### config.mk
export PLATFORM = sky130hd
export DESIGN_NAME = slc_meta_store
export DESIGN_NICKNAME = d
export VERILOG_FILES = /design/src/hw/rtl/slc_pkg.sv /design/src/hw/rtl/slc_meta_store.sv
export SDC_FILE = /design/constraint.sdc
export NUM_CORES = 2
export LEC_CHECK = 0
export BUFFER_PORTS_ARGS = -buffer_cell sky130_fd_sc_hd__buf_2
export CAP_MARGIN = 40
export CORE_ASPECT_RATIO = 1.2
export CORE_MARGIN = 2
export CORE_UTILIZATION = 51
export CTS_CLUSTER_SIZE = 20
export DETAILED_ROUTE_END_ITERATION = 8
export HOLD_SLACK_MARGIN = 0.03
export PLACE_DENSITY = 0.75
export SYNTH_ARGS = -nofsm -noshare
export SYNTH_HDL_FRONTEND = slang
export SYNTH_SLANG_ARGS = --single-unit
### constraint.sdc
create_clock -name clk_i -period 1.7 [get_ports clk_i]
set_input_delay 0.17 -clock clk_i [delete_from_list [all_inputs] [get_ports clk_i]]
set_output_delay 0.17 -clock clk_i [all_outputs]
set_load 0.01 [all_outputs]
### src/hw/rtl/slc_pkg.sv
// Shared types, geometry constants and helpers for the set-associative LRU write-back cache.
// Depends on nothing; every other file in hw/rtl imports it.
package slc_pkg;

  localparam int unsigned SETS       = 128;
  localparam int unsigned WAYS       = 4;
  localparam int unsigned LINE_BYTES = 64;
  localparam int unsigned ADDR_BITS  = 30;
  localparam int unsigned CNT_BITS   = 32;

  localparam int unsigned OFS_BITS = $clog2(LINE_BYTES);
  localparam int unsigned IDX_BITS = $clog2(SETS);
  localparam int unsigned WAY_BITS = (WAYS > 1) ? $clog2(WAYS) : 1;
  localparam int unsigned TAG_BITS = ADDR_BITS - OFS_BITS - IDX_BITS;

  typedef logic [ADDR_BITS-1:0] addr_t;
  typedef logic [IDX_BITS-1:0]  set_idx_t;
  typedef logic [WAY_BITS-1:0]  way_t;
  typedef logic [TAG_BITS-1:0]  tag_t;
  typedef logic [CNT_BITS-1:0]  count_t;

  typedef struct packed {
    logic [WAYS-1:0]              valid;
    logic [WAYS-1:0]              dirty;
    logic [WAYS-1:0][WAY_BITS-1:0] rank;
  } set_meta_t;

  typedef struct packed {
    logic      en;
    set_idx_t  set;
    set_meta_t meta;
  } meta_wr_t;

  // Controls for the tag scan unit.
  typedef struct packed {
    logic     start;    // begin a scan of set/tag below
    logic     scan;     // a compare cycle is under way
    logic     advance;  // move on to the next way
    set_idx_t set;
    tag_t     tag;
  } scan_ctrl_t;

  typedef struct packed {
    logic match;
    logic last;
    way_t way;
  } scan_stat_t;

  typedef struct packed {
    logic     en;
    set_idx_t set;
    way_t     way;
    tag_t     tag;
  } tag_wr_t;

  // Metadata of a set that was never written: nothing valid, rank equals way index.
  function automatic set_meta_t reset_meta();
    set_meta_t m;
    m.valid = '0;
    m.dirty = '0;
    for (int i = 0; i < int'(WAYS); i++) begin
      m.rank[i] = WAY_BITS'(i);
    end
    return m;
  endfunction

endpackage

### src/hw/rtl/slc_meta_store.sv
// Per-set metadata memory (valid, dirty, recency ranks) with one init bit per set.
// Depends on slc_pkg.
module slc_meta_store
  import slc_pkg::*;
(
  input  logic      clk_i,
  input  logic      rst_ni,
  input  logic      rd_en_i,
  input  set_idx_t  rd_set_i,
  input  meta_wr_t  wr_i,
  output set_meta_t meta_o
);

  set_meta_t           mem_q [SETS];
  logic [SETS-1:0]     init_q;
  set_meta_t           rdata_q;
  logic                rd_init_q;

  always_ff @(posedge clk_i or negedge rst_ni) begin
    if (!rst_ni) begin
      init_q    <= '0;
      rd_init_q <= 1'b0;
    end else begin
      if (wr_i.en) begin
        init_q[wr_i.set] <= 1'b1;
      end
      if (rd_en_i) begin
        rd_init_q <= init_q[rd_set_i];
      end
    end
  end

  always_ff @(posedge clk_i) begin
    if (wr_i.en) begin
      mem_q[wr_i.set] <= wr_i.meta;
    end
    if (rd_en_i) begin
      rdata_q <= mem_q[rd_set_i];
    end
  end

  // A set that was never written reads as its reset value.
  assign meta_o = rd_init_q ? rdata_q : reset_meta();

endmodule

==> impl_metrics.env <==
export IMPL_syn_area_mm2=0.0842
export IMPL_drv_cap=0
export IMPL_fin_nets=4541
export IMPL_async_flop_share_pct=5.88
export IMPL_initial_utilization_pct=51.3
export IMPL_setup_tns_ps=-8250
export IMPL_dr_wl_met2_um=109000
export IMPL_critical_path_cell_chain="mux4_2, a22oi_2, a21oi_2, nor4_4, buf_4, nand4_1"
export IMPL_slew_headroom_pct=36.9
export IMPL_cts_made_buffers=196
export IMPL_wl_per_cell_um=31.8
export IMPL_dpl_cell_count=6442
export IMPL_slowest_stage="mux4_2"
export IMPL_netlist_instances=3923
export IMPL_yosysMostFrequentCell="edfxtp_1"
export IMPL_die_y_um=449
export IMPL_clk_insertion_delay_late_ps=840
export IMPL_grt_overflow=0
export IMPL_ys_types=43
export IMPL_grt_max_degree=129
export IMPL_fin_skew_ps=26.1
export IMPL_dr_max_layer_used="met5"
export IMPL_synth_nets=3957
export IMPL_stdcell_count=6823
export IMPL_power_density_mw_per_mm2=1110
export IMPL_power_frac_comb_pct=6.4
export IMPL_critPathCaptureType="flip-flop"
export IMPL_synth_edf_count=2064
export IMPL_core_area_mm2=0.164
export IMPL_gp_congestion=0.882
export IMPL_ant_nets=0
export IMPL_drive_gt1_share_pct=38.4
export IMPL_cts_htree_levels=4
export IMPL_synth_area_per_cell_um2=21.5
export IMPL_yosys_area_top_type="edfxtp_1"
export IMPL_first_pass_iters=5
export IMPL_fin_crit_sh_pct=128
export IMPL_n_fill_cell=10636
export IMPL_numPortBuffers=49
export IMPL_p_sw_share_pct=21.4
export IMPL_synthToLayoutAreaGrowth_pct=20.1
export IMPL_period_needed_ps=2170
export IMPL_synth_common_cells="2064 x edfxtp_1, 514 x mux4_2, 140 x nor2_1"
export IMPL_p_sw_mw=24.0
export IMPL_clk_path_buf_depth=3
export IMPL_drt_met1_wl_um=77300
export IMPL_finalWirelength_um=217000
export IMPL_hp_class="primary input to flip-flop"
export IMPL_ios=50
export IMPL_seq_power_share_pct=53.5
export IMPL_wl_met3_um=21800
export IMPL_rows=163
export IMPL_ys_ff_latch=2193
export IMPL_track_usage_pct=26.0
export IMPL_drcViolationCount=0
export IMPL_cp_required_ps=2260
export IMPL_slowest_delay_ps=490
export IMPL_violations="setup timing"
export IMPL_tritoncts="yes"
export IMPL_synth_top_area_share_pct=73.6
export IMPL_final_area_mm2=0.101
export IMPL_cp_max_fo=1
export IMPL_antenna_found_initial=13
export IMPL_fin_ws_ps=-468
export IMPL_p_clk_share_pct=40.2
export IMPL_vdd_drop_max_mv=0.839
export IMPL_tightest_slew_ps=940
export IMPL_dp_hpwl_um=134000
export IMPL_synth_area_leaders="edfxtp_1 74%, mux4_2 14%, dfrtp_1 3.8%, mux2_2 1.0%, mux2i_1 0.93%"
export IMPL_cts_sinks=2193
export IMPL_critical_path_class="flip-flop to flip-flop"
export IMPL_status="finished with violations"
export IMPL_ys_warn_count=0
export IMPL_synthFlopType="edfxtp_1"
export IMPL_clk_pin_slew_ps=70
export IMPL_placed_area_mm2=0.0935
export IMPL_grt_pass1_vias=44514
export IMPL_intPower_mw=88.2
export IMPL_cts_root_buf="clkbuf_16"
export IMPL_rsz0062_at_grt="true"
export IMPL_finalHoldViolations=0
export IMPL_arrival_ps=2730
export IMPL_viasPerCell=6.38
export IMPL_vias=43553
export IMPL_drtIter0Drc=5905
export IMPL_dieArea_mm2=0.168
export IMPL_finalSetupViolCount=33
export IMPL_p_leak_nw=33.3
export IMPL_max_freq_mhz=461
export IMPL_grt_pass1_wl_um=315000
export IMPL_yosysSeqAreaShare_pct=77.5
export IMPL_die_w_um=375
export IMPL_worst_setup_path_start_kind="flip-flop"
export IMPL_finalMaxSlewViolations=0
==> critical path, delay by kind of cell (launching register included) <==
| family | cells | cell delay [ps] |
|---|---|---|
| buffers and inverters | 1 | 190 |
| AND/OR/NAND/NOR | 2 | 400 |
| AO/OA/AOI/OAI | 2 | 430 |
| flip-flops | 1 | 380 |
| multiplexers | 1 | 490 |
==> stage by stage <==
step	total power, mW	utilization, %	hold slack (ps)	setup slack (ps)
2_1_floorplan	64.4	-	-126	-258
3_3_place_gp	67.7	57.0	103	-1440
3_5_place_dp	67.9	57.0	103	-1430
4_1_cts	113	61.4	36.0	-510
5_1_grt	115	61.6	79.0	-493
6_report	112	61.6	85.5	-468
==> layer usage <==
layer,GRT usage [%],vias up
li1,-,17482
met1,34.3,22981
met2,43.2,2655
met3,4.96,423
met4,10.1,12
met5,0,-
==> worst paths after layout <==
check | slack [ps] | depth (start not counted) | end | startpoint
max in group asynchronous | 860 | 4 | init_q[117] | rst_ni
worst max-delay path | -470 | 6 | rdata_q[1] | mem_q[90][1]
worst max register to register | -470 | 6 | rdata_q[1] | mem_q[90][1]
worst min register to register | 460 | 1 | init_q[112] | init_q[112]
worst min-delay path | 90 | 2 | mem_q[8][14] | wr_i[14]
min in group asynchronous | 560 | 4 | init_q[10] | rst_ni
==> timing repair <==
item	in CTS	in global routing
gates cloned	0	0
hold endpoints to repair	1919	0
endpoints found under the setup margin	33	33
resized for setup	127	48
setup buffers	0	0
hold buffers	21	0
pin swaps	41	38
==> cell type report <==
class                      count  area (um^2)  area share [%]
clock buffer                 248         5180            5.13
sequential                  2193        65200            64.5
multi-input combinational   1506        19000            18.8
tap                         2145         2680            2.66
timing repair buffer         605         7630            7.55
inverter                       5         18.8          0.0186
antenna                        4         10.0         0.00990
clock inverter               117         1340            1.33
==> cells in the final DEF (no fill, tap or decap), types with 7 or more instances in the layout <==
cell type / instances
and2_4: 12
nand3_2: 14
clkinv_2: 40
buf_4: 314
clkinv_1: 30
nand2_1: 64
mux2i_1: 71
nand3_1: 93
or2_2: 109
o22ai_1: 96
edfxtp_1: 2064
bufinv_16: 24
nor2_2: 71
mux2_2: 78
buf_12: 238
nand4_1: 37
nand3b_1: 10
nor4_4: 9
or2_1: 20
clkbuf_16: 198
a211oi_2: 7
mux4_2: 514
dlygate4sd3_1: 20
buf_2: 12
a211oi_1: 27
nor2_4: 20
nand2b_1: 10
a22oi_2: 27
nor2b_1: 41
nor3_1: 32
a22oi_1: 10
nor2_1: 49
buf_6: 19
clkbuf_1: 46
dfrtp_1: 129
a21oi_4: 10
==> state kept, by name, indices dropped and copies added, names as in the netlist <==
name / count
rd_init_q: 1
mem_q: 2048
rdata_q: 16
init_q: 128
==> kinds of logic after synthesis <==
family	count (synthesis)	share of synthesized area (%)
simple gates	628	3.87
compound gates	208	1.65
mux	670	15.7
buf+inv	224	1.28
flops	2193	77.5
==> power by group through the flow <==
stage	sequential [mW]	combinational, mW	clock [mW]
after floorplan	61.0	3.39	0
after global placement	61.1	6.61	0
final	60.0	7.16	45.1
after global routing	60.0	7.47	47.5
after CTS	60.0	7.07	45.5
after detailed placement	61.1	6.75	0
Note: power is estimated with default switching activity, not from simulation.
